<file path="src/sv/line_endpoint_projector_assert.svh">
// assertion helpers for the line endpoint projector
`ifndef LINE_ENDPOINT_PROJECTOR_ASSERT_SVH
`define LINE_ENDPOINT_PROJECTOR_ASSERT_SVH

`ifndef SYNTHESIS
`define LEP_ASSERT_NOW(label, ante, cons) \
    label: assert property (@(posedge aclk) disable iff (!aresetn) (ante) |-> (cons)) \
        else $error("lep check failed");
`define LEP_ASSERT_NEXT(label, ante, cons) \
    label: assert property (@(posedge aclk) disable iff (!aresetn) (ante) |=> (cons)) \
        else $error("lep check failed");
`else
`define LEP_ASSERT_NOW(label, ante, cons)
`define LEP_ASSERT_NEXT(label, ante, cons)
`endif

`endif

</file>
<file path="src/sv/lep_pkg.sv">
`timescale 1ns / 1ps

package lep_pkg;

    localparam int POINT_SLOTS = 256;
    localparam int IDX_W       = $clog2(POINT_SLOTS);
    localparam int CFG_REGS    = 8;
    localparam int CFG_IDX_W   = $clog2(CFG_REGS);
    localparam int CFG_W       = 48;
    localparam int COEF_W      = 24;
    localparam int COORD_W     = 16;
    localparam int POINT_W     = 3 * COORD_W;
    localparam int PROD_W      = COEF_W + COORD_W;
    localparam int V_W         = 42;
    localparam int SUM_W       = V_W + 1;
    localparam int NUM_W       = 52;
    localparam int DEN_W       = V_W + 1;
    localparam int Q_W         = 9;
    localparam int REM_W       = NUM_W - 1;
    localparam int CMP_W       = DEN_W + Q_W + 1;
    localparam int DIV_LAT     = Q_W + 1;
    localparam int BACK_LAT    = 4 + DIV_LAT;

    localparam int SCALE_X = 119;
    localparam int SCALE_Y = 159;
    localparam int SCALE_D = 255;
    localparam logic [Q_W-1:0] X_MAX = Q_W'(238);
    localparam logic [Q_W-1:0] Y_MAX = Q_W'(318);
    localparam logic [Q_W-1:0] D_MAX = Q_W'(255);

    localparam logic MODE_LOAD = 1'b0;
    localparam logic MODE_DRAW = 1'b1;

    localparam logic [CFG_IDX_W-1:0] REG_ROW0_COLS01 = CFG_IDX_W'(0);
    localparam logic [CFG_IDX_W-1:0] REG_ROW0_COLS23 = CFG_IDX_W'(1);
    localparam logic [CFG_IDX_W-1:0] REG_ROW1_COLS01 = CFG_IDX_W'(2);
    localparam logic [CFG_IDX_W-1:0] REG_ROW1_COLS23 = CFG_IDX_W'(3);
    localparam logic [CFG_IDX_W-1:0] REG_ROW2_COLS01 = CFG_IDX_W'(4);
    localparam logic [CFG_IDX_W-1:0] REG_ROW2_COLS23 = CFG_IDX_W'(5);
    localparam logic [CFG_IDX_W-1:0] REG_ROW3_COLS01 = CFG_IDX_W'(6);
    localparam logic [CFG_IDX_W-1:0] REG_ROW3_COLS23 = CFG_IDX_W'(7);

    localparam logic [CFG_W-1:0] COEF_ONE_EVEN = CFG_W'(48'h0100_0000_0000);
    localparam logic [CFG_W-1:0] COEF_ONE_ODD  = CFG_W'(48'h0000_0001_0000);

    typedef logic [POINT_W-1:0] point_t;
    typedef logic [CFG_REGS-1:0][CFG_W-1:0] matrix_t;

    typedef struct packed {
        logic                      mode;
        logic [7:0]                first_index;
        logic [7:0]                second_index;
        logic signed [COORD_W-1:0] coord_x;
        logic signed [COORD_W-1:0] coord_y;
        logic signed [COORD_W-1:0] coord_z;
        logic [15:0]               line_color;
    } in_item_t;

    typedef struct packed {
        logic [7:0]  start_x;
        logic [8:0]  start_y;
        logic [7:0]  start_depth;
        logic [7:0]  end_x;
        logic [8:0]  end_y;
        logic [7:0]  end_depth;
        logic [15:0] color_out;
        logic        clipped;
    } out_item_t;

    typedef struct packed {
        point_t      p0;
        point_t      p1;
        logic [15:0] color;
    } draw_item_t;

    function automatic logic [CFG_W-1:0] cfg_reset_value(input logic [CFG_IDX_W-1:0] idx);
        logic [CFG_W-1:0] val;
        val = '0;
        unique case (idx)
            REG_ROW0_COLS01: val = COEF_ONE_EVEN;
            REG_ROW1_COLS01: val = COEF_ONE_ODD;
            REG_ROW2_COLS23: val = COEF_ONE_EVEN;
            REG_ROW3_COLS23: val = COEF_ONE_ODD;
            default:         val = '0;
        endcase
        return val;
    endfunction

endpackage

</file>
<file path="src/sv/lep_queue.sv">
`timescale 1ns / 1ps

module lep_queue (
    input  logic                aclk,
    input  logic                aresetn,
    input  logic                in_valid,
    output logic                in_ready,
    input  lep_pkg::draw_item_t in_data,
    output logic                out_valid,
    input  logic                out_ready,
    output lep_pkg::draw_item_t out_data
);

    lep_pkg::draw_item_t slot_reg [2];
    logic       wr_ptr_reg;
    logic       rd_ptr_reg;
    logic [1:0] count_reg;
    logic       push;
    logic       pop;

    assign in_ready  = (count_reg != 2'd2);
    assign out_valid = (count_reg != 2'd0);
    assign out_data  = slot_reg[rd_ptr_reg];
    assign push      = in_valid && in_ready;
    assign pop       = out_valid && out_ready;

    always_ff @(posedge aclk) begin
        if (!aresetn) begin
            wr_ptr_reg <= 1'b0;
            rd_ptr_reg <= 1'b0;
            count_reg  <= 2'd0;
        end else begin
            if (push) wr_ptr_reg <= !wr_ptr_reg;
            if (pop)  rd_ptr_reg <= !rd_ptr_reg;
            unique case ({push, pop})
                2'b10:   count_reg <= count_reg + 2'd1;
                2'b01:   count_reg <= count_reg - 2'd1;
                default: count_reg <= count_reg;
            endcase
        end
    end

    always_ff @(posedge aclk) begin
        if (push) slot_reg[wr_ptr_reg] <= in_data;
    end

endmodule

</file>
<file path="config.mk">
export PLATFORM = sky130hd
export DESIGN_NAME = lep_queue
export DESIGN_NICKNAME = d
export VERILOG_FILES = /design/src/sv/line_endpoint_projector_assert.svh /design/src/sv/lep_pkg.sv /design/src/sv/lep_queue.sv
export SDC_FILE = /design/constraint.sdc
export NUM_CORES = 1
export LEC_CHECK = 0
export ABC_AREA = 1
export BUFFER_PORTS_ARGS = -buffer_cell sky130_fd_sc_hd__buf_4
export CORE_ASPECT_RATIO = 1.25
export CORE_MARGIN = 2
export CORE_UTILIZATION = 40
export CTS_CLUSTER_SIZE = 10
export DETAILED_ROUTE_END_ITERATION = 8
export PLACE_DENSITY = 0.68
export SETUP_SLACK_MARGIN = 0.05
export SLEW_MARGIN = 10
export SYNTH_ARGS = -nofsm -noshare
export SYNTH_HDL_FRONTEND = slang
export SYNTH_SLANG_ARGS = --single-unit
</file>
<file path="constraint.sdc">
create_clock -name aclk -period 6.35 [get_ports aclk]
set_clock_uncertainty 0.2 [all_clocks]
set_input_delay 0.9525 -clock aclk [delete_from_list [all_inputs] [get_ports aclk]]
set_output_delay 0.9525 -clock aclk [all_outputs]
set_load 0.005 [all_outputs]
</file>
==> flow_summary.yaml, run 1 <==
outcome:
  status: "finished, final reports clean"
cells_and_area:
  area_growth_pct: 32.8
  diodes: 0
  finalCoreUtilization_pct: 53.6
  largest_register_ffs: 224
  final_nets: 749
  multi_input_area_um2: 1390
  mostFrequentLayoutCells: "buf_4 (230), edfxtp_1 (224), mux2_2 (112)"
  n_fill_cell: 1702
  layout_commonest_cell: "buf_4"
  layout-drive-gt1-share_pct: 58.2
  seq_area_um2: 6830
timing:
  worst-slew-pin-transition_ns: 0.968
  finalSetupTns_ns: 0
  hold_violations: 0
  grt_setup_unrepaired: "false"
  slew_violations: 0
  setup_violations: 0
  maxSlewHeadroom_pct: 35.3
  min_period_ns: 3.84
  hold_slack_ns: 0.336
  fin_crit_sh_pct: 60.5
  fmax_mhz: 260
clock_network:
  cts_tree: "built"
  cts_sinks: 229
  cts_resized: 0
  path_clk_slew_ns: 0.06
  cts_root_buf: "clkbuf_16"
  clock_path_buffers: 3
  clk_latency_ns: 0.51
  hold_buffers: 0
  postCtsSetupBuffers: 0
  htreeDepth: 1
  cts_made_buffers: 26
placement:
  dpl.hpwl_um: 10700
  numPortBuffers: 229
  routabilityCongestion: 0.756
worst_setup_path:
  critical-path-max-stage-delay_ns: 0.81
  r2r_setup_slack_ns: 3.58
  cp_max_fo: 60
  start_kind: "flip-flop"
  critPathSlowestCell: "dfxtp_4"
  arrival_ns: 2.69
  path_common_cell: "buf_4"
  path_cells: "buf_4 -> mux2_2 -> buf_4"
  path_delay_family: "buffers and inverters"
  worst-path-buf-inv: 2
  required_ns: 5.20
  end_kind: "output port"
  path_class: "flip-flop to output port"
global_routing:
  grt_pass1_vias: 4701
  grt_use_total_pct: 14.3
  grt_max_degree: 85
  grt_pass1_wl_um: 24500
  antenna_found_initial: 1
  overflow: 0
floorplan:
  num_rows: 59
  die_x_um: 133
  fp.coreArea_um2: 20700
  die_h_um: 165
  ios: 230
  die-area_um2: 22000
  initial_core_util_pct: 40.3
logic_synthesis:
  ys_seq_elements: 229
  yosys_warnings: 0
  syn_nets: 501
  ys_seq_area_share_pct: 81.9
  netlist_instances: 384
  synth_area_um2: 8340
  synth_cell_types: 15
  avgSynthCellArea_um2: 21.7
min_path:
  hold_class: "flip-flop to flip-flop"
power:
  worst_ir_drop_vdd_v: 0.000268
  p_leak_nw: 4.10
  powerDensity_nw_per_um2: 355
  p_total_mw: 3.93
flow_run:
  drv_cap: 0
route:
  vias_per_cell: 4.75
  ant_nets: 0
  drtIter0Drc: 202
  dr_total_vias: 4352
  drt-pass1-iter-count: 4
  wl_per_cell_um: 18.0
  drc_errors: 0
  wl_um: 16500
## logic make-up after synthesis
logic type	count (synthesis)	synth area share (%)
and+or+nand+nor	22	1.04
DFF	229	81.9
adders and majority gates	1	0.150
AOI/OAI and AO/OA	3	0.210
buffers and inverters	17	1.58
muxes	112	15.1
## through the flow
step,instances,setup WS (ns),cell area (um2)
2_1_floorplan,384,1.71,8340
3_3_place_gp,878,3.04,10400
3_5_place_dp,878,2.98,10400
4_1_cts,917,2.45,11100
5_1_grt,917,2.36,11100
6_report,917,2.51,11100
## tightest hold or removal path, cell delays in order, from the launching register on
cell	delay (ns)
dfxtp_1	0.35
nor2_1	0.07
nor2_1	0.08
## area by class of cell
type | count | area share, %
timing repair buffer | 232 | 16.0
clock buffer | 39 | 6.51
sequential | 229 | 61.7
multi-input combinational | 138 | 12.6
tap | 274 | 3.10
inverter | 5 | 0.170
## synth_stat cells, drive strengths merged
master | instances | share of area [%]
a21oi | 1 | 0.060
buf | 12 | 1.4
nand3 | 1 | 0.060
inv | 5 | 0.23
o21a | 1 | 0.090
nor2 | 10 | 0.45
mux2 | 112 | 15
nand4 | 1 | 0.075
nand2 | 10 | 0.45
edfxtp | 224 | 81
dfxtp | 5 | 1.2
o21ai | 1 | 0.060
ha | 1 | 0.15
## where the power goes
| group | switching (mW) | internal [mW] | total [mW] | leakage (nW) |
|---|---|---|---|---|
| sequential | 0.0680 | 1.85 | 1.92 | 2.14 |
| clock | 0.517 | 0.768 | 1.28 | 0.347 |
| combinational | 0.309 | 0.411 | 0.720 | 1.61 |
| total | 0.893 | 3.03 | 3.93 | 4.10 |
## path summary, 6_finish.rpt
kind                      from               end  cells past startpoint
setup reg to reg  count_reg[0]  slot_reg[0][100]                      5
hold reg to reg     rd_ptr_reg         flip-flop                      2
setup / recovery     flip-flop      out_data[27]                      3
hold / removal      rd_ptr_reg         flip-flop                      2
## per-layer routing
metal,routed length [um],up-vias,share of wire [%],GRT usage [%]
met4,352,2,2.1,4.35
met5,14,-,0.085,0
met1,6090,2137,37,15.8
met2,8730,179,53,26.4
met3,1340,34,8.1,4.24
li1,-,2000,-,-
No activity file was read; power rests on OpenSTA's default activity.
==> run 2: changes to the inputs <==
==> constraint.sdc (replaced) <==
create_clock -name aclk -period 3.1 [get_ports aclk]
set_clock_uncertainty 0.2 [all_clocks]
set_input_delay 0.465 -clock aclk [delete_from_list [all_inputs] [get_ports aclk]]
set_output_delay 0.465 -clock aclk [all_outputs]
set_load 0.005 [all_outputs]
==> flow_summary.yaml, run 2 (synthesis gave the netlist of run 1 again) <==
outcome:
  status: "finished, final reports clean"
power:
  powerDensity_nw_per_um2: 672
  worst_ir_drop_vdd_v: 0.000469
  p_leak_nw: 4.60
  p_total_mw: 8.25
global_routing:
  overflow: 0
  antenna_found_initial: 0
  grt_use_total_pct: 15.5
  grt_pass1_vias: 5367
  grt_max_degree: 83
  grt_pass1_wl_um: 26600
worst_setup_path:
  cp.depth: 3
  critical-path-max-stage-delay_ns: 0.40
  worst-path-buf-inv: 2
  path_cells: "buf_12 -> mux2_2 -> buf_4"
  r2r_cells: 5
  arrival_ns: 1.75
  worst_r2r_endpoint: "slot_reg[1][55]"
  critPathCapture: "out_data[78]"
  critPathSlowestCell: "mux2_2"
  required_ns: 2.43
  cp_max_fo: 58
  path_class: "flip-flop to output port"
  path_delay_family: "buffers and inverters"
  end_kind: "output port"
  start_kind: "flip-flop"
  r2r_setup_slack_ns: 1.15
  rr_startpoint: "count_reg[0]"
floorplan:
  die-area_um2: 22000
  fp.coreArea_um2: 20700
  die_x_um: 133
  initial_core_util_pct: 40.3
  die_h_um: 165
  num_rows: 59
  ios: 230
cells_and_area:
  fin_cells: 1034
  final_area_um2: 12300
  largest_register_ffs: 224
  diodes: 0
  seq_area_um2: 6830
  mostFrequentLayoutCells: "buf_4 (231), edfxtp_1 (224), dlygate4sd3_1 (113)"
  finalCoreUtilization_pct: 59.4
  area_growth_pct: 47.2
  layout-drive-gt1-share_pct: 49.9
  final_nets: 866
  layout_commonest_cell: "buf_4"
  n_fill_cell: 1538
  multi_input_area_um2: 1390
clock_network:
  cts_tree: "built"
  cts_resized: 0
  cts_made_buffers: 27
  cts_root_buf: "clkbuf_16"
  postCtsSetupBuffers: 0
  hold_buffers: 113
  clk_latency_ns: 0.51
  path_clk_slew_ns: 0.06
  cts_sinks: 229
  clock_path_buffers: 3
  htreeDepth: 1
placement:
  numPortBuffers: 229
  placed_cell_area_um2: 10400
  routabilityCongestion: 0.721
  dp_cells: 881
  dpl.hpwl_um: 10600
route:
  drtIter0Drc: 274
  wl_um: 17800
  drc_errors: 0
  wl_per_cell_um: 17.2
  vias_per_cell: 4.69
  dr_total_vias: 4846
  ant_nets: 0
  drt-pass1-iter-count: 4
timing:
  fmax_mhz: 414
  hold_violations: 0
  slew_violations: 0
  grt_setup_unrepaired: "false"
  setup_violations: 0
  fin_crit_sh_pct: 77.9
  maxSlewHeadroom_pct: 67.9
  min_period_ns: 2.42
  worst-slew-pin-transition_ns: 0.482
  hold_slack_ns: 0.0743
min_path:
  hold_class: "input port to flip-flop"
  hold_start: "out_ready"
flow_run:
  drv_cap: 0
-- run 2: changes by cell type in the layout (fill, tap and decap cells not counted) --
cell           before  now
buf_12              2    4
buf_4             230  231
clkbuf_1           12   11
clkbuf_8            0    1
clkinv_4            0    1
dlygate4sd3_1       0  113
-- run 2: cell type report --
type / count / share of cell area [%]
Clock buffer: 39 / 5.96
Clock inverter: 1 / 0.0714
Tap cell: 274 / 2.79
Multi-Input combinational cell: 138 / 11.4
Inverter: 5 / 0.153
Timing Repair Buffer: 348 / 24.0
Sequential cell: 229 / 55.7
-- run 2: power breakdown --
part / leakage (nW) / internal (mW) / switching [mW]
logic: 2.11 / 0.958 / 0.734
registers: 2.14 / 3.80 / 0.0884
clock network: 0.357 / 1.60 / 1.07
total: 4.60 / 6.36 / 1.89
-- run 2: metal layers --
layer	vias up	track usage [%]	part of all wire, %
met5	-	0	0
met4	0	5.46	2.4
met3	34	3.54	5.8
met2	178	30.2	55
met1	2400	16.2	37
li1	2234	-	-
-- run 2: worst min path at each step --
stage                             to  slack, ns  cells past startpoint
after floorplan            flip-flop       0.25                      2
after global placement    rd_ptr_reg       0.27                      2
after detailed placement  rd_ptr_reg       0.28                      2
after CTS                  flip-flop       0.04                      4
after global routing      rd_ptr_reg       0.07                      4
final                      flip-flop       0.07                      4
-- run 2: through the flow --
step	TNS [ns]	worst slack [ns]
2_1_floorplan	-248.38	-1.11
3_3_place_gp	0	1.21
3_5_place_dp	0	1.19
4_1_cts	0	0.629
5_1_grt	0	0.608
6_report	0	0.684
-- run 2: worst reg2reg max path, stage by stage (launching register included) --
cell and delay [ns]:
dfxtp_1 0.37, inv_1 0.11, nand2_1 0.09, nand2_1 0.17, nor2_4 0.16, buf_12 0.41
==> run 3: changes to the inputs <==
==> constraint.sdc (replaced) <==
create_clock -name aclk -period 2 [get_ports aclk]
set_clock_uncertainty 0.2 [all_clocks]
set_input_delay 0.3 -clock aclk [delete_from_list [all_inputs] [get_ports aclk]]
set_output_delay 0.3 -clock aclk [all_outputs]
set_load 0.005 [all_outputs]
==> flow_summary.yaml, run 3 (synthesis gave the netlist of run 1 again) <==
outcome:
  status: "complete, but fails checks"
  violations: "setup timing"
clock_network:
  clk_latency_ns: 0.51
  htreeDepth: 1
  cts_root_buf: "clkbuf_16"
  cts_tree: "built"
  cts_sinks: 229
  cts_made_buffers: 26
  path_clk_slew_ns: 0.05
  clock_path_buffers: 3
floorplan:
  num_rows: 59
  die_x_um: 133
  ios: 230
  fp.coreArea_um2: 20700
  die-area_um2: 22000
  initial_core_util_pct: 40.3
  die_h_um: 165
power:
  worst_ir_drop_vdd_v: 0.000770
  p_leak_nw: 4.99
  p_total_mw: 13.5
  powerDensity_nw_per_um2: 1040
global_routing:
  grt_pass1_vias: 5257
  antenna_found_initial: 1
  grt_max_degree: 42
  grt_use_total_pct: 15.8
  grt_pass1_wl_um: 27100
  overflow: 0
route:
  wl_um: 20300
  drc_errors: 0
  drt-pass1-iter-count: 4
  drtIter0Drc: 245
  vias_per_cell: 4.67
  wl_per_cell_um: 19.3
  dr_total_vias: 4914
  ant_nets: 0
cells_and_area:
  n_fill_cell: 1416
  largest_register_ffs: 224
  area_growth_pct: 56.2
  layout_commonest_cell: "edfxtp_1"
  final_area_um2: 13000
  final_nets: 886
  seq_area_um2: 6830
  multi_input_area_um2: 1570
  layout-drive-gt1-share_pct: 51.4
  mostFrequentLayoutCells: "edfxtp_1 (224), buf_4 (188), dlygate4sd3_1 (115)"
placement:
  routabilityCongestion: 0.715
  dp_slack_ns: 0.308
  numPortBuffers: 229
  dpl.hpwl_um: 10900
  placed_cell_area_um2: 10500
worst_setup_path:
  path_class: "flip-flop to output port"
  cp_max_fo: 9
  start_kind: "flip-flop"
  end_kind: "output port"
  arrival_ns: 1.69
  required_ns: 1.50
timing:
  min_period_ns: 2.19
  setup_ws_ns: -0.194
  fin_crit_sh_pct: 110
  hold_violations: 0
  grt_setup_unrepaired: "true"
  setup_violations: 112
  hold_slack_ns: 0.107
  slew_violations: 0
  worst-slew-pin-transition_ns: 0.264
  fmax_mhz: 456
  maxSlewHeadroom_pct: 82.4
flow_run:
  drv_cap: 0
min_path:
  hold_class: "input port to flip-flop"
run 3: changes by cell type in the layout (fill, tap and decap cells not counted), sizes merged:
cell / delta
dlygate4sd3: +2
diode: +1
buf: +10
clkinv: -1
clkbuf: +7
run 3: routing by layer:
layer	track usage, %	wire length (um)	share of wire [%]	up-vias
li1	-	-	-	2274
met1	17.4	7510	37	2423
met2	30.3	11300	55	184
met3	3.63	1150	5.6	33
met4	5.03	410	2.0	0
met5	0	0	0	-
run 3: what timing repair did:
action                                  CTS  global route
gates resized for setup                   5            85
hold buffers                            115             0
cloned                                    0            13
endpoints found under the setup margin  112           112
buffers inserted                          0             3
endpoints found under the hold margin   229             0
run 3: worst paths after layout:
check | startpoint | endpoint | slack (ns) | cells after the start
worst min register to register | rd_ptr_reg | rd_ptr_reg | 0.31 | 2
worst min-delay path | in_valid | count_reg[0] | 0.11 | 4
worst max register to register | count_reg[1] | wr_ptr_reg | 0.32 | 6
worst max-delay path | flip-flop | out_data[41] | -0.19 | 4
run 3: worst max-delay path, cell delays in order, from the launching register on:
cell and delay, ns:
dfxtp_4 0.38, buf_12 0.14, clkbuf_16 0.17, mux2_2 0.35
buf_4 0.14
run 3: stage by stage:
stage	cells	TNS, ns	utilization [%]
6_report	1053	-17.60	63.0
3_5_place_dp	884	0	50.8
3_3_place_gp	884	0	50.8
4_1_cts	1036	-22.41	59.9
2_1_floorplan	384	-183.59	-
5_1_grt	1053	-23.94	63.0
run 3: layout make-up:
class	count	share of cell area (%)
Sequential cell	229	52.5
Timing Repair Buffer	369	27.2
Multi-Input combinational cell	138	12.0
Clock buffer	37	5.48
Tap cell	274	2.63
Inverter	5	0.144
Antenna cell	1	0.0192
run 3: power breakdown:
part	internal, mW	switching [mW]	total, mW
clock network	2.42	1.65	4.07
registers	5.89	0.150	6.04
logic	2.04	1.36	3.41
